<file path="config.mk">
export PLATFORM = sky130hd
export DESIGN_NAME = imu_frame_parser_yaw_filter
export DESIGN_NICKNAME = d
export VERILOG_FILES = /design/src/sv/imu_pkg.sv /design/src/sv/imu_parser.sv /design/src/sv/imu_yaw_filter.sv /design/src/sv/imu_frame_parser_yaw_filter.sv
export VERILOG_INCLUDE_DIRS = /design/src /design/src/sv
export SDC_FILE = /design/constraint.sdc
export NUM_CORES = 1
export LEC_CHECK = 0
export ABC_AREA = 1
export BUFFER_PORTS_ARGS = -buffer_cell sky130_fd_sc_hd__buf_2
export CAP_MARGIN = 5
export CORE_MARGIN = 2
export CORE_UTILIZATION = 56
export DETAILED_ROUTE_END_ITERATION = 10
export PLACE_DENSITY_LB_ADDON = 0.15
export SLEW_MARGIN = 30
export SYNTH_ARGS = -nofsm -noshare
export SYNTH_HDL_FRONTEND = slang
export SYNTH_SLANG_ARGS = --single-unit
</file>
<file path="constraint.sdc">
create_clock -name i_clk -period 10.7 [get_ports i_clk]
set_input_delay 1.605 -clock i_clk [delete_from_list [all_inputs] [get_ports i_clk]]
set_output_delay 1.605 -clock i_clk [all_outputs]
set_load 0.02 [all_outputs]
</file>
<file path="src/sv/imu_frame_parser_yaw_filter_defines.svh">
// ----------------------------------------------------------------------------
// imu frame parser assertion macros
// concurrent assertion wrappers, empty when SYNTH is defined
// ----------------------------------------------------------------------------
`ifndef IMU_FRAME_PARSER_YAW_FILTER_DEFINES_SVH
`define IMU_FRAME_PARSER_YAW_FILTER_DEFINES_SVH

`ifndef SYNTH
`define ASSERT_ALWAYS(label, clk, rst_n, prop) \
    label: assert property (@(posedge clk) disable iff (!rst_n) (prop)) \
        else $error("imu frame parser: assertion failed");
`define ASSERT_NEXT(label, clk, rst_n, ante, cons) \
    label: assert property (@(posedge clk) disable iff (!rst_n) (ante) |=> (cons)) \
        else $error("imu frame parser: assertion failed");
`else
`define ASSERT_ALWAYS(label, clk, rst_n, prop)
`define ASSERT_NEXT(label, clk, rst_n, ante, cons)
`endif

`endif

</file>
<file path="src/sv/imu_pkg.sv">
// ----------------------------------------------------------------------------
// imu frame parser package
// shared types, frame codes and stream widths
// ----------------------------------------------------------------------------
`default_nettype none

package imu_pkg;

    localparam logic [7:0] SYNC_BYTE  = 8'h55;
    localparam logic [7:0] TYPE_ACCEL = 8'h51;
    localparam logic [7:0] TYPE_GYRO  = 8'h52;
    localparam logic [7:0] TYPE_ANGLE = 8'h53;
    localparam logic [7:0] TYPE_MAG   = 8'h54;

    localparam int IN_TDATA_W  = 8;
    localparam int OUT_TDATA_W = 80;
    localparam int OUT_TUSER_W = 3;

    localparam int CFG_ADDR_W = 2;
    localparam int CFG_DATA_W = 16;
    localparam logic [CFG_ADDR_W-1:0] CFG_MAX_YAW_JUMP    = 2'd0;
    localparam logic [CFG_ADDR_W-1:0] CFG_MAX_YAW_REJECTS = 2'd1;

    typedef enum logic [2:0] {
        KIND_ACCEL = 3'd0,
        KIND_GYRO  = 3'd1,
        KIND_ANGLE = 3'd2,
        KIND_MAG   = 3'd3,
        KIND_OTHER = 3'd4
    } t_kind;

    typedef struct packed {
        logic               hit;
        t_kind              kind;
        logic [7:0]         type_byte;
        logic signed [15:0] value_x;
        logic signed [15:0] value_y;
        logic signed [15:0] value_z;
    } t_frame;

    typedef struct packed {
        logic [15:0] held_yaw;
        logic        accepted;
        logic        forced;
        logic        rejected;
    } t_yaw_res;

endpackage

`default_nettype wire

</file>
<file path="src/sv/imu_parser.sv">
// ----------------------------------------------------------------------------
// imu frame window and checksum
// sliding byte window with a running 8-bit sum, frame check and field decode
// ----------------------------------------------------------------------------
`default_nettype none

module imu_parser #(
    parameter int FRAME_LEN = 11
) (
    input  wire logic          i_clk,
    input  wire logic          i_rst_n,
    input  wire logic          i_valid,
    input  wire logic [7:0]    i_byte,
    output imu_pkg::t_frame    o_frame
);
    import imu_pkg::*;

    localparam int DEPTH = FRAME_LEN - 1;
    localparam int CNT_W = $clog2(FRAME_LEN);
    localparam logic [CNT_W-1:0] CNT_FULL = CNT_W'(FRAME_LEN - 1);

    logic [7:0]       r_win [DEPTH];
    logic [CNT_W-1:0] r_count, n_count;
    logic [7:0]       r_sum, n_sum;
    logic             w_full, w_pass, w_fail;
    logic [7:0]       w_pos [8];

    assign w_full = (r_count == CNT_FULL);
    assign w_pass = i_valid && w_full && (r_win[0] == SYNC_BYTE) && (r_sum == i_byte);
    assign w_fail = i_valid && w_full && !w_pass;

    for (genvar k = 0; k < DEPTH; k++) begin : g_win
        logic [7:0] w_src;
        logic [7:0] n_byte;
        if (k < DEPTH - 1) begin : g_mid
            assign w_src = r_win[k+1];
        end else begin : g_top
            assign w_src = i_byte;
        end
        always_comb begin
            n_byte = r_win[k];
            if (w_fail) begin
                n_byte = w_src;
            end else if (i_valid && (r_count == CNT_W'(k))) begin
                n_byte = i_byte;
            end
        end
        always_ff @(posedge i_clk) begin
            r_win[k] <= n_byte;
        end
    end

    always_comb begin
        n_count = r_count;
        n_sum   = r_sum;
        if (w_pass) begin
            n_count = '0;
            n_sum   = '0;
        end else if (w_fail) begin
            n_sum   = r_sum - r_win[0] + i_byte;
        end else if (i_valid) begin
            n_count = r_count + 1'b1;
            n_sum   = r_sum + i_byte;
        end
    end

    always_ff @(posedge i_clk) begin
        if (!i_rst_n) begin
            r_count <= '0;
            r_sum   <= '0;
        end else begin
            r_count <= n_count;
            r_sum   <= n_sum;
        end
    end

    // frame positions, all read from the held window; the byte arriving now is the checksum
    for (genvar p = 0; p < 8; p++) begin : g_pos
        if (p < DEPTH) begin : g_held
            assign w_pos[p] = r_win[p];
        end else if (p == DEPTH) begin : g_new
            assign w_pos[p] = i_byte;
        end else begin : g_none
            assign w_pos[p] = 8'h00;
        end
    end

    always_comb begin
        o_frame           = '0;
        o_frame.hit       = w_pass;
        o_frame.type_byte = w_pos[1];
        o_frame.value_x   = {w_pos[3], w_pos[2]};
        o_frame.value_y   = {w_pos[5], w_pos[4]};
        o_frame.value_z   = {w_pos[7], w_pos[6]};
        unique case (w_pos[1])
            TYPE_ACCEL: o_frame.kind = KIND_ACCEL;
            TYPE_GYRO:  o_frame.kind = KIND_GYRO;
            TYPE_ANGLE: o_frame.kind = KIND_ANGLE;
            TYPE_MAG:   o_frame.kind = KIND_MAG;
            default:    o_frame.kind = KIND_OTHER;
        endcase
    end

endmodule

`default_nettype wire

</file>
<file path="src/sv/imu_yaw_filter.sv">
// ----------------------------------------------------------------------------
// imu yaw spike filter
// wrapped yaw jump check with a consecutive rejection counter
// ----------------------------------------------------------------------------
`default_nettype none

module imu_yaw_filter (
    input  wire logic          i_clk,
    input  wire logic          i_rst_n,
    input  wire imu_pkg::t_frame i_frame,
    input  wire logic [15:0]   i_max_jump,
    input  wire logic [7:0]    i_max_rejects,
    output imu_pkg::t_yaw_res  o_res
);
    import imu_pkg::*;

    logic        r_valid, n_valid;
    logic [15:0] r_yaw, n_yaw;
    logic [7:0]  r_rej, n_rej;
    logic        w_angle, w_within, w_force;
    logic [15:0] w_new, w_diff;
    logic [16:0] w_mag;
    logic [8:0]  w_inc;

    assign w_angle  = i_frame.hit && (i_frame.kind == KIND_ANGLE);
    assign w_new    = i_frame.value_z;
    assign w_diff   = w_new - r_yaw;
    assign w_mag    = w_diff[15] ? (17'h10000 - {1'b0, w_diff}) : {1'b0, w_diff};
    assign w_within = !r_valid || (w_mag <= {1'b0, i_max_jump});
    assign w_inc    = {1'b0, r_rej} + 9'd1;
    assign w_force  = (w_inc >= {1'b0, i_max_rejects});

    always_comb begin
        n_valid = r_valid;
        n_yaw   = r_yaw;
        n_rej   = r_rej;
        o_res   = '0;
        if (w_angle) begin
            n_valid = 1'b1;
            if (w_within) begin
                n_yaw          = w_new;
                n_rej          = '0;
                o_res.accepted = 1'b1;
            end else if (w_force) begin
                n_yaw          = w_new;
                n_rej          = '0;
                o_res.forced   = 1'b1;
            end else begin
                n_rej          = w_inc[7:0];
                o_res.rejected = 1'b1;
            end
        end
        o_res.held_yaw = n_yaw;
    end

    always_ff @(posedge i_clk) begin
        if (!i_rst_n) begin
            r_valid <= 1'b0;
            r_yaw   <= '0;
            r_rej   <= '0;
        end else begin
            r_valid <= n_valid;
            r_yaw   <= n_yaw;
            r_rej   <= n_rej;
        end
    end

endmodule

`default_nettype wire

</file>
<file path="src/sv/imu_frame_parser_yaw_filter.sv">
// ----------------------------------------------------------------------------
// imu frame parser with yaw filter
// eleven-byte sensor frame parser on a byte stream, spike filter on yaw
// ----------------------------------------------------------------------------
// One serial byte enters per item and the block takes one item every clock
// cycle unless the output stalls. Each byte is held in an input register,
// then checked and decoded in a single pass against a sliding window and a
// running checksum register, so a frame result is registered in the output
// register once its last byte leaves the input register; bytes that complete
// no valid frame give no result. While a result waits on the output side the
// input register takes one more byte, then stalls until the result is taken.
`default_nettype none

`include "imu_frame_parser_yaw_filter_defines.svh"

module imu_frame_parser_yaw_filter #(
    parameter int FRAME_LEN = 11
) (
    input  wire logic                           i_clk,
    input  wire logic                           i_rst_n,
    input  wire logic                           s_axis_tvalid,
    output logic                                s_axis_tready,
    input  wire logic [imu_pkg::IN_TDATA_W-1:0] s_axis_tdata,   // rx_byte
    output logic                                m_axis_tvalid,
    input  wire logic                           m_axis_tready,
    // type_byte, value_x, value_y, value_z, held_yaw,
    // yaw_accepted, yaw_forced, yaw_rejected
    output logic [imu_pkg::OUT_TDATA_W-1:0]     m_axis_tdata,
    output logic [imu_pkg::OUT_TUSER_W-1:0]     m_axis_tuser,   // frame_kind
    input  wire logic                           i_cfg_we,
    input  wire logic [imu_pkg::CFG_ADDR_W-1:0] i_cfg_addr,
    input  wire logic [imu_pkg::CFG_DATA_W-1:0] i_cfg_data
);
    import imu_pkg::*;

    logic                   r_in_valid, n_in_valid;
    logic [7:0]             r_in_byte;
    logic                   r_out_valid, n_out_valid;
    logic [OUT_TDATA_W-1:0] r_out_data;
    logic [OUT_TUSER_W-1:0] r_out_kind;
    logic [15:0]            r_max_jump;
    logic [7:0]             r_max_rejects;
    logic                   w_fire, w_s_take;
    t_frame                 w_frame;
    t_yaw_res               w_yaw;

    assign w_fire        = r_in_valid && (!r_out_valid || m_axis_tready);
    assign s_axis_tready = !r_in_valid || w_fire;
    assign w_s_take      = s_axis_tvalid && s_axis_tready;

    always_comb begin
        n_in_valid = r_in_valid;
        if (w_s_take) begin
            n_in_valid = 1'b1;
        end else if (w_fire) begin
            n_in_valid = 1'b0;
        end
        n_out_valid = r_out_valid;
        if (w_fire) begin
            n_out_valid = w_frame.hit;
        end else if (m_axis_tready) begin
            n_out_valid = 1'b0;
        end
    end

    always_ff @(posedge i_clk) begin
        if (!i_rst_n) begin
            r_in_valid  <= 1'b0;
            r_out_valid <= 1'b0;
        end else begin
            r_in_valid  <= n_in_valid;
            r_out_valid <= n_out_valid;
        end
    end

    always_ff @(posedge i_clk) begin
        if (w_s_take) begin
            r_in_byte <= s_axis_tdata;
        end
        if (w_fire && w_frame.hit) begin
            r_out_kind <= w_frame.kind;
            r_out_data <= {5'b0, w_yaw.rejected, w_yaw.forced, w_yaw.accepted,
                           w_yaw.held_yaw, w_frame.value_z, w_frame.value_y,
                           w_frame.value_x, w_frame.type_byte};
        end
    end

    always_ff @(posedge i_clk) begin
        if (!i_rst_n) begin
            r_max_jump    <= 16'd1820;
            r_max_rejects <= 8'd5;
        end else if (i_cfg_we) begin
            unique case (i_cfg_addr)
                CFG_MAX_YAW_JUMP:    r_max_jump    <= i_cfg_data;
                CFG_MAX_YAW_REJECTS: r_max_rejects <= i_cfg_data[7:0];
                default: ;
            endcase
        end
    end

    imu_parser #(
        .FRAME_LEN (FRAME_LEN)
    ) u_parser (
        .i_clk   (i_clk),
        .i_rst_n (i_rst_n),
        .i_valid (w_fire),
        .i_byte  (r_in_byte),
        .o_frame (w_frame)
    );

    imu_yaw_filter u_yaw (
        .i_clk         (i_clk),
        .i_rst_n       (i_rst_n),
        .i_frame       (w_frame),
        .i_max_jump    (r_max_jump),
        .i_max_rejects (r_max_rejects),
        .o_res         (w_yaw)
    );

    assign m_axis_tvalid = r_out_valid;
    assign m_axis_tdata  = r_out_data;
    assign m_axis_tuser  = r_out_kind;

    `ASSERT_ALWAYS(a_flags_onehot, i_clk, i_rst_n,
        r_out_valid |-> $onehot0(r_out_data[74:72]))
    `ASSERT_ALWAYS(a_flags_angle_only, i_clk, i_rst_n,
        (r_out_valid && (r_out_kind != KIND_ANGLE)) |-> (r_out_data[74:72] == 3'b000))
    `ASSERT_ALWAYS(a_forced_takes_yaw, i_clk, i_rst_n,
        (r_out_valid && r_out_data[73]) |-> (r_out_data[71:56] == r_out_data[55:40]))
    `ASSERT_NEXT(a_in_reg_held, i_clk, i_rst_n,
        r_in_valid && !w_fire, r_in_valid && $stable(r_in_byte))

endmodule

`default_nettype wire

</file>
After elaboration in Yosys (flattened, before gate mapping):

Memories as Yosys holds them, arrays and structs flattened.
Cells that the tools add are included.
Widths: inputs -> output; s select.

* register bits after elaboration: 149
* bits in writable memories: 80
* input port bits: 31
* output and inout bits: 85
* word-level logic and storage cells: 116
* memories: 1

* add/subtract/negate cells: 7
* $lt $le $gt $ge: 2
* eq/ne operators: 18
* muxes and demuxes: 36
* bitwise logic cells: 3
* reductions and logical operators: 35

Memory list
* u_parser.r_win: depth 10, bits a word 8, rd ports 10, clocked after memory_dff 0, write ports 10, line imu_parser.sv:22 `logic [7:0] r_win [DEPTH];`

Operators with widths (count)
* $mux 8: 24
* $mux 16: 3
* $eq 8x7->1 const B: 5
* $logic_and 1x1->1: 18
* $le 17x16->1: 1
* $mux 17: 1
* $sub 17x16->17 const A: 1
* $add 8x8->8: 2
* $eq 4x3->1 const B: 4
* $sub 16x16->16: 1
* $eq 4x4->1 const B: 3
* $pmux 3 s4: 1
* $add 8x1->9 const B: 1
* $ge 9x8->1: 1
* $eq 4x2->1 const B: 2
* $eq 8x8->1: 1
* $sub 8x8->8: 1
* $mux 1: 7
* $reduce_and 2->1: 3
* $reduce_bool 2->1: 3
* $add 4x1->4 const B: 1
* $eq 4x1->1 const B: 1
* $logic_not 1->1: 4
* $logic_not 4->1: 1
* 6 further kinds: 11

Depth between registers and ports, before layout:

Gate-level depths: netlist of run 1.

* depth in word-level cells: 10
* gate-level depth with buffers: 29
* depth with buffers taken out: 27

Hierarchy:

A second synthesis of run 1 with hierarchy kept.

* cells, all modules: 1377
* area total of the unflattened synthesis: 11932.7 um^2

By module, submodules not included
* imu_parser: times used 1, cells each 525, area an instance 4789.6 um^2, sequential area each 2642.5 um^2
* imu_frame_parser_yaw_filter: times used 1, cells each 250, area an instance 3761.1 um^2, sequential area each 3103.0 um^2
* imu_yaw_filter: times used 1, cells each 602, area an instance 3382.0 um^2, sequential area each 500.5 um^2

Worst setup path before layout of run 1:

OpenSTA, ideal clock, no wires.

* path kind: input -> register
* start point: input port m_axis_tready
* end point: register u_parser.r_sum[1]
* library setup time: 0.120 ns
* arrival: 3.558 ns
* data required time: 10.580 ns
* setup slack: 7.022 ns
* stages: 12
* path buffers: 0
* cells stage by stage: inv_2 nand2_2 nand2_4 nor2_2 inv_2 nor2_4 nand3_4 inv_2 nor2_1 inv_2 a21oi_1 o31a_1

* word-level cells in the longest chain between the ends: 8
* elaborated cells between the ends (all ways): 10
* classes of those cells: mux (1); reduce/logical (9)

Ends and longest elaborated chain
* start, declared: line imu_frame_parser_yaw_filter.sv:25 `input wire logic m_axis_tready,`
* $logic_or 1x1->1 *: line imu_frame_parser_yaw_filter.sv:47 `assign w_fire = r_in_valid && (!r_out_valid || m_axis_tready);`
* $logic_and 1x1->1 *: line imu_frame_parser_yaw_filter.sv:47
* $logic_and 1x1->1: line imu_parser.sv:29, imu_parser.sv:30
* $logic_and 1x1->1 (2 in series): line imu_parser.sv:29 `assign w_pass = i_valid && w_full && (r_win[0] == SYNC_BYTE) && (r_sum == i_byte);`
* $logic_not 1->1: line imu_parser.sv:30 `assign w_fail = i_valid && w_full && !w_pass;`
* $logic_and 1x1->1: line imu_parser.sv:30
* $mux 8 or $reduce_bool 2->1 (tied branches)
* end signal, assigned: line imu_parser.sv:73 `r_sum <= n_sum;`
* end, declared: line imu_parser.sv:24 `logic [7:0] r_sum, n_sum;`

Every way passes the cells marked *; elsewhere a longest branch is shown, timed or not.
A chain may end at the register's enable or synchronous reset.

==> out/summary.txt, run 1 <==
footprint of the multi-input gates: 4590 um2
warnings from Yosys: 0
CP max stage delay: 0.52 ns
root buffer cell: clkbuf_16
Hold Violations, Final: 0
fin crit period: 4.49 ns
DIE AREA: 22100 um2
count leader, synth: nand2_1
share of total power in combinational logic: 7.4%
total congestion overflow: 0
post-synthesis sequential area ratio: 53.4%
Pwr per Cell Area: 143 nW/um2
P&R area growth vs syn: 13.2%
critical path startpoint: u_parser.r_win[6][5]$_DFFE_PP_
Post-route DRC: 0
Post-Route Setup TNS: 0 ns
area of the mapped netlist: 11700 um2
HP Start: u_parser.r_win[2][0]$_DFFE_PP_
crit path kind: reg -> reg
Crit Path Max Fanout: 18
leak pwr: 5.84 nW
core area: 20400 um2
final WL: 26.4 mm
Port Buf Inserts: 110
setup slack, reg-to-reg: 6.21 ns
Post-CTS Hold Buffers: 0
largest net degree at the start of global routing: 79
Final GP Congestion: 0.965
CP cell instances: ha_1 > nand2_1 > inv_1 > a21oi_1 > nand2_1 > nand2_1 > nand2_2 > xor2_4 > o21ai_0 > xor2_1 > ha_1 > nand2_1 > nor3_1 > nand4_1 > nand3_1 > nand2_1 > nand2_4 > nand2_4 > nand2_1 > nand2_1
commonest cells in the netlist: nand2_1, inv_1, edfxtp_1, nand3_1, a21oi_1
Hold Path Class: reg -> reg
Die X: 149 um
main flop type after synthesis: edfxtp_1
Max Cap Violations: 0
CP top delay family: simple AND/OR/NAND/NOR gates
remaining antenna violation count: 0
post-synth cell types: 50
synth top area cells: edfxtp_1, nand2_1, dfxtp_1
filler instances: 1742
top cell type's share of synthesized area: 42.6%
status: finished, final reports clean
Iter 0 DRT Violations: 629
nets: 1478
flops & latches, synth: 229
first-pass GRT wire length: 42.3 mm
register area: 6250 um2
Slew HR: 32.1%
Clock Latency Late Sink: 0.53 ns
I/O pin count: 116
initial antenna violation count: 0
Worst setup EP type: register
RSZ-0062 raised after global routing: false
H-tree Lvls: 1
share of cells above drive strength 1: 15.3%
first-pass detailed-route iteration total: 5
worst clock skew: 0.0151 ns
Detailed Place HPWL: 18.8 mm
leading area contributor after synthesis: edfxtp_1
reg2reg start: u_parser.r_win[6][5]$_DFFE_PP_
Sw Ratio: 23.3%
hold depth: 0
EDFF count, synth: 166
GRT Total Usage: 24.1%
cell repeated most along the worst path: nand2_1
drt wl/cell: 15.9 um
Worst Tran Pin Value: 1.01 ns
CTS buffer count: 25
r2r worst-path depth: 20
FFs w/ async S/R, synth: 0%
worst IR drop on VDD: 0.000133 V
CP max stage cell: edfxtp_1
Hold Path End: m_axis_tdata[8]$_DFFE_PP_
Net Sw Power: 0.000442 W
Diodes inserted: 0
vias: 8784
Syn Inst Count: 1257
placed cells: 1621
# Post-CTS Setup Buffers: 0
Critical Path RT: 10.98 ns
FF-to-FF End: m_axis_tdata[57]$_DFFE_PP_
Clk network pwr share: 41.3%
fin cells: 1666
FMAX: 223 MHz
row count: 52
Pint: 0.00145 W
Setup-failing EPs final: 0
Die Ht: 149 um
Starting Density: 57.4%
Max Transition Viols Final: 0
Final period util: 42.0%
Syn Area/Cell: 9.30 um2
total clock sinks: 229
vias in the first global route: 8326
Post-DP Area: 12500 um2
Longest Clk Path Bufs: 3
DR vias/cell: 5.27
Critical Path Start Type: register
fin area: 13200 um2
TritonCTS clock tree: built
post-cts sizing count: 0
Clk pin slew, worst setup/hold paths: 0.06 ns
Worst Path Buf+Inv: 1
WP data arrival: 4.78 ns
sequential share of power: 51.4%
-- worst max-delay path by stage --
stage / to / slack, ns / cells after the start
after global placement: m_axis_tdata[71]$_DFFE_PP_ / 6.32 / 27
after floorplan: u_parser.r_sum[1]$_SDFFE_PP0P_ / 7.02 / 12
after CTS: m_axis_tdata[60]$_DFFE_PP_ / 6.17 / 20
final: m_axis_tdata[57]$_DFFE_PP_ / 6.21 / 20
after detailed placement: m_axis_tdata[71]$_DFFE_PP_ / 6.21 / 20
after global routing: m_axis_tdata[58]$_DFFE_PP_ / 5.64 / 27
-- state kept, by name (all words and copies together), names as in the netlist --
signal and flops:
m_axis_tdata 75, r_max_jump 16, u_yaw.r_yaw 16, r_in_byte 8, r_max_rejects 8, u_yaw.r_valid 1
u_parser.r_count 4, m_axis_tuser 3, u_parser.r_sum 8, r_in_valid 1, u_parser.r_win 80, u_yaw.r_rej 8
m_axis_tvalid 1
-- metal layers --
| metal | vias up | wire (um) | GRT usage (%) |
|---|---|---|---|
| li1 | 4360 | - | - |
| met1 | 4143 | 11300 | 31.8 |
| met2 | 245 | 13300 | 42.6 |
| met3 | 36 | 1210 | 2.79 |
| met4 | 0 | 548 | 6.33 |
| met5 | - | 0 | 0 |
-- layout by cell type, fill, tap and decap left out, types with 6 or more instances in the layout --
master     netlist  layout
fa_1             9       9
buf_2            6     110
xor2_1          19      19
a21oi_2         10      10
o21ai_0         47      42
a21oi_1         66      66
clkbuf_16        0      25
inv_1          177     177
xnor2_1          6       6
ha_1            60      60
edfxtp_1       166     166
nand2_4         14      14
o211ai_1         9       9
nand3_1         78      78
nand2_2          8       8
clkbuf_1        15      13
nand4_1         14      14
nand2_1        361     361
buf_4            5       8
inv_2           10       9
nor2_1          60      60
dfxtp_1         63      63
-- cell type report --
class                   count  share of cell area (%)
well taps                 270                    2.55
repair buffers            119                    4.70
clock inverters             7                   0.425
flip-flops and latches    229                    47.2
clock buffers              38                    5.10
inverters                 188                    5.34
multi-input cells         815                    34.7
-- power groups by stage --
| stage | Combinational (W) | Clock, W | Sequential, W |
|---|---|---|---|
| CTS | 0.000140 | 0.000798 | 0.000972 |
| global placement | 0.000135 | 0 | 0.000991 |
| global route | 0.000160 | 0.000830 | 0.000973 |
| detailed placement | 0.000139 | 0 | 0.000991 |
| finish | 0.000140 | 0.000781 | 0.000972 |
| floorplan | 0.000105 | 0 | 0.000986 |
-- logic make-up (layout without fill, tap and decap cells) --
group | Yosys count | after routing | share of synthesized area, %
compound gates | 147 | 147 | 7.09
other cells | 1 | 5 | 0.0321
simple gates | 567 | 567 | 21.8
buf+inv | 217 | 352 | 7.46
xor+xnor | 27 | 27 | 2.25
flops | 229 | 229 | 53.4
fa+ha+maj | 69 | 69 | 7.96
-- per-stage QoR --
step	util [%]	hold slack [ns]	worst slack [ns]	total power (W)
finish	65.0	0.452	6.21	0.00189
global route	65.0	0.464	5.64	0.00196
CTS	65.0	0.453	6.17	0.00191
detailed placement	61.4	0.436	6.21	0.00113
global placement	61.4	0.432	6.32	0.00113
floorplan	-	0.427	7.02	0.00109
Power figures use the tool's default switching activity.
==> run 2, diff against run 1 <==
--- a/config.mk
+++ b/config.mk
@@ -10,7 +10,7 @@
 export BUFFER_PORTS_ARGS = -buffer_cell sky130_fd_sc_hd__buf_2
 export CAP_MARGIN = 5
 export CORE_MARGIN = 2
-export CORE_UTILIZATION = 56
+export CORE_UTILIZATION = 54
 export DETAILED_ROUTE_END_ITERATION = 10
 export PLACE_DENSITY_LB_ADDON = 0.15
 export SLEW_MARGIN = 30
==> constraint.sdc (replaced) <==
create_clock -name i_clk -period 4.05 [get_ports i_clk]
set_input_delay 0.6075 -clock i_clk [delete_from_list [all_inputs] [get_ports i_clk]]
set_output_delay 0.6075 -clock i_clk [all_outputs]
set_load 0.02 [all_outputs]
==> out/summary.txt, run 2 (synthesis gave the netlist of run 1 again) <==
status: finished, final reports clean
share of total power in combinational logic: 7.2%
core area: 21200 um2
remaining antenna violation count: 0
FMAX: 256 MHz
Final GP Congestion: 0.915
share of cells above drive strength 1: 20.4%
Longest Clk Path Bufs: 3
P&R area growth vs syn: 18.7%
DR vias/cell: 5.24
worst clock skew: 0.0114 ns
vias: 8939
Core Util, Final: 65.6%
CP top delay family: simple AND/OR/NAND/NOR gates
Critical Path Start Type: register
DIE AREA: 22900 um2
Worst setup EP type: register
crit path kind: reg -> reg
sequential share of power: 48.8%
CP max stage cell: fa_2
Max Transition Viols Final: 0
drt wl/cell: 16.3 um
vias in the first global route: 8434
root buffer cell: clkbuf_16
leak pwr: 6.12 nW
Worst Path Buf+Inv: 4
Final period util: 96.6%
total clock sinks: 229
total congestion overflow: 0
Detailed Place HPWL: 19.5 mm
Hold Violations, Final: 0
Clk network pwr share: 44.0%
Slew HR: 38.3%
Starting Density: 55.3%
Net Sw Power: 0.00120 W
Pwr per Cell Area: 379 nW/um2
Clock Latency Late Sink: 0.53 ns
WP data arrival: 4.19 ns
GRT Total Usage: 23.9%
H-tree Lvls: 1
max FFs per register: 80
post-route worst setup slack: 0.139 ns
initial antenna violation count: 0
Diodes inserted: 0
Post-route DRC: 0
I/O pin count: 116
footprint of the multi-input gates: 4800 um2
Hold Path Class: in -> reg
CP max stage delay: 0.57 ns
Clk pin slew, worst setup/hold paths: 0.06 ns
hold slack: 0.253 ns
nets: 1513
TritonCTS clock tree: built
met3 routed WL: 1.45 mm
Die Ht: 151 um
Worst Tran Pin Value: 0.919 ns
Setup-failing EPs final: 0
Pint: 0.00406 W
CTS buffer count: 25
Post-Route Setup TNS: 0 ns
row count: 53
Post-CTS Hold Buffers: 0
final WL: 27.9 mm
worst IR drop on VDD: 0.000335 V
Met2 Wirelength: 13.8 mm
Critical Path RT: 4.33 ns
most frequent cells in the layout: nand2_1, inv_1, edfxtp_1
Crit Path Max Fanout: 8
filler instances: 1703
Port Buf Inserts: 110
dpl ws: 0.00591 ns
Die X: 151 um
routed length on met1: 12.0 mm
Top reg by flops: u_parser.r_win
fin crit period: 3.91 ns
first-pass GRT wire length: 42.4 mm
most common cell after layout, fill and taps aside: nand2_1
Top Layer Used: met4
Max Cap Violations: 0
register area: 6250 um2
largest net degree at the start of global routing: 78
Sw Ratio: 22.8%
cell repeated most along the worst path: nand2_1
first-pass detailed-route iteration total: 6
Iter 0 DRT Violations: 584
run 2: worst paths after layout:
| kind | startpoint | to | slack [ns] | depth (start not counted) |
|---|---|---|---|---|
| max | u_parser.r_win[6][0]$_DFFE_PP_ | m_axis_tdata[56]$_DFFE_PP_ | 0.14 | 25 |
| min | s_axis_tdata[3] | r_in_byte[3]$_DFFE_PP_ | 0.25 | 1 |
| max reg2reg | u_parser.r_win[6][0]$_DFFE_PP_ | m_axis_tdata[56]$_DFFE_PP_ | 0.14 | 25 |
| min reg2reg | u_parser.r_win[2][5]$_DFFE_PP_ | m_axis_tdata[13]$_DFFE_PP_ | 0.45 | 0 |
run 2: through the flow:
step                      power, W  area [um2]  std cells
final                      0.00526       13900       1707
after global routing       0.00543       13900       1707
after CTS                  0.00528       13600       1696
after detailed placement   0.00299       12700       1650
after global placement     0.00298       12700       1650
after floorplan            0.00288       11700       1261
run 2: layout make-up:
| class | instances | share of cell area (%) |
|---|---|---|
| flip-flops and latches | 229 | 45.0 |
| multi-input cells | 816 | 34.6 |
| repair buffers | 153 | 6.72 |
| clock buffers | 39 | 5.55 |
| inverters | 188 | 5.12 |
| well taps | 275 | 2.48 |
| clock inverters | 7 | 0.559 |
run 2: power groups by stage:
stage / sequential, W / clock (W) / combinational, W
after floorplan: 0.00261 / 0 / 0.000278
after global placement: 0.00262 / 0 / 0.000359
after detailed placement: 0.00262 / 0 / 0.000370
after CTS: 0.00257 / 0.00234 / 0.000373
after global routing: 0.00257 / 0.00243 / 0.000428
final: 0.00257 / 0.00231 / 0.000376
run 2: per-layer routing:
metal | up-vias | GRT usage, %
li1 | 4428 | -
met1 | 4220 | 31.3
met2 | 245 | 41.3
met3 | 46 | 3.92
met4 | 0 | 6.54
met5 | - | 0
run 2: what timing repair did:
| action | CTS | global route |
|---|---|---|
| cloned | 0 | 3 |
| pin swaps | 0 | 26 |
| buffers inserted | 0 | 8 |
| setup endpoints to repair | 1 | 43 |
| gates resized for setup | 1 | 49 |
==> run 3, diff against run 2 <==
--- a/config.mk
+++ b/config.mk
@@ -16,4 +16,5 @@
 export SLEW_MARGIN = 30
 export SYNTH_ARGS = -nofsm -noshare
 export SYNTH_HDL_FRONTEND = slang
+export SYNTH_HIERARCHICAL = 1
 export SYNTH_SLANG_ARGS = --single-unit
==> out/summary.txt, run 3 <==
post-synthesis sequential area ratio: 52.3%
commonest cells in the netlist: nand2_1, inv_1, edfxtp_1, nand3_1, nor2_1
hold depth: 1
Clk network pwr share: 42.8%
sequential share of power: 49.4%
share of cells above drive strength 1: 17.1%
area of the mapped netlist: 11900 um2
Final period util: 98.4%
I/O pin count: 116
Diodes inserted: 0
count leader, synth: nand2_1
Die X: 153 um
FMAX: 251 MHz
TritonCTS clock tree: built
first-pass GRT wire length: 43.6 mm
Crit Path Max Fanout: 8
Top reg by flops: u_parser/r_win
Detailed Place HPWL: 19.7 mm
leading area contributor after synthesis: edfxtp_1
Slew HR: 37.6%
final WL: 27.8 mm
FFs w/ async S/R, synth: 0%
CTS buffer count: 25
CP top delay family: simple AND/OR/NAND/NOR gates
first-pass detailed-route iteration total: 5
flops & latches, synth: 229
Starting Density: 54.8%
Post-route DRC: 0
most common cell after layout, fill and taps aside: nand2_1
EDFF count, synth: 166
Overall Power: 0.00521 W
Iter 0 DRT Violations: 612
Worst Tran Pin Value: 0.935 ns
main flop type after synthesis: edfxtp_1
remaining antenna violation count: 0
status: finished, final reports clean
root buffer cell: clkbuf_16
WP data arrival: 4.26 ns
largest net degree at the start of global routing: 79
Pint: 0.00400 W
fin crit period: 3.99 ns
leak pwr: 6.56 nW
Post-Route Setup TNS: 0 ns
register area: 6250 um2
Max Transition Viols Final: 0
initial antenna violation count: 0
Clk pin slew, worst setup/hold paths: 0.06 ns
vias in the first global route: 8897
Sw Ratio: 23.3%
filler instances: 1858
Core Util, Final: 64.3%
Pwr per Cell Area: 373 nW/um2
Worst Path Buf+Inv: 3
drt wl/cell: 15.3 um
top cell type's share of synthesized area: 41.8%
warnings from Yosys: 6
row count: 54
share of total power in combinational logic: 7.9%
footprint of the multi-input gates: 4800 um2
DIE AREA: 23300 um2
CP max stage delay: 0.56 ns
Setup-failing EPs final: 0
Port Buf Inserts: 110
post-synth cell types: 40
H-tree Lvls: 1
Final GP Congestion: 0.920
cell repeated most along the worst path: nand2_1
Hold Path Class: in -> reg
Max Cap Violations: 0
nets: 1621
Die Ht: 153 um
Critical Path Start Type: register
vias: 9308
synth top area cells: edfxtp_1, nand2_1, dfxtp_1
total clock sinks: 229
worst clock skew: 0.0146 ns
Syn Inst Count: 1377
GRT Total Usage: 22.8%
Clock Latency Late Sink: 0.53 ns
crit path kind: reg -> reg
Syn Area/Cell: 8.67 um2
CP max stage cell: fa_2
Crit. path cell count: 25
total congestion overflow: 0
Longest Clk Path Bufs: 3
DR vias/cell: 5.11
Hold Violations, Final: 0
RSZ-0062 raised after global routing: true
max FFs per register: 80
Worst setup EP type: register
Net Sw Power: 0.00122 W
r2r worst-path depth: 25
worst IR drop on VDD: 0.000446 V
Critical Path RT: 4.33 ns
P&R area growth vs syn: 17.3%
core area: 21800 um2
most frequent cells in the layout: nand2_1, inv_1, edfxtp_1
==> run 3: changes by cell type in the layout (fill, tap and decap cells not counted), moves of 6 or more <==
| cell | previous run | this run |
|---|---|---|
| nand2_1 | 351 | 408 |
| inv_1 | 175 | 230 |
| o21ai_0 | 41 | 23 |
| a21oi_1 | 66 | 57 |
| buf_4 | 39 | 29 |
| nand3_1 | 62 | 94 |
| nand2_2 | 17 | 36 |
| xor2_1 | 19 | 13 |
| inv_2 | 10 | 4 |
| o211ai_1 | 9 | 1 |
| a21oi_2 | 10 | 1 |
| nor2_1 | 55 | 93 |
| nand2_4 | 13 | 3 |
| nand3_2 | 17 | 2 |
==> run 3: area by class of cell <==
class                      count  area share (%)
clock inverter                17            1.08
tap                          280            2.50
sequential                   229            44.6
clock buffer                  29            4.73
multi-input combinational    884            34.3
inverter                     236            6.35
timing repair buffer         145            6.36
==> run 3: cell families (layout without fill, tap and decap cells) <==
logic type	Yosys count	in the layout	synth area share (%)
buf+inv	269	427	9.43
fa+ha+maj	69	69	7.80
other cells	1	5	0.0314
flops	229	229	52.3
simple gates	688	689	24.4
compound gates	98	98	4.28
xor+xnor	23	23	1.69
==> run 3: final timing paths <==
kind	startpoint	to	slack (ns)
max	u_parser/r_win[6][0]$_DFFE_PP_	m_axis_tdata[67]$_DFFE_PP_	0.06
min	s_axis_tdata[7]	r_in_byte[7]$_DFFE_PP_	0.27
max reg2reg	u_parser/r_win[6][0]$_DFFE_PP_	m_axis_tdata[67]$_DFFE_PP_	0.06
min reg2reg	u_parser/r_win[5][0]$_DFFE_PP_	m_axis_tdata[32]$_DFFE_PP_	0.45
==> run 3: power by group through the flow <==
stage | Clock [W] | Sequential, W | Combinational [W]
CTS | 0.00227 | 0.00257 | 0.000404
detailed placement | 0 | 0.00262 | 0.000400
global route | 0.00236 | 0.00258 | 0.000475
floorplan | 0 | 0.00261 | 0.000309
global placement | 0 | 0.00262 | 0.000388
finish | 0.00223 | 0.00257 | 0.000411
==> run 3: layer usage <==
metal / up-vias / part of all wire, % / global-route usage [%]
li1: 4681 / - / -
met1: 4292 / 42 / 30.3
met2: 280 / 49 / 39.1
met3: 55 / 6.4 / 3.75
met4: 0 / 2.6 / 5.73
met5: - / 0 / 0
==> run 3: through the flow <==
step           setup slack (ns)  cells  instance area, um2  hold WS [ns]
2_1_floorplan             0.249   1381               12000         0.426
3_3_place_gp             0.0972   1763               12800         0.432
3_5_place_dp             -0.106   1763               12800         0.436
4_1_cts                  0.0253   1809               13700         0.245
5_1_grt                  -0.160   1820               14000         0.243
6_report                 0.0641   1820               14000         0.266
==> run 3: repair_timing <==
action,in CTS,in global routing
hold buffers,0,0
setup buffers,0,8
setup endpoints to repair,28,43
cloned,0,3
resized for setup,5,52
pin swaps,1,26
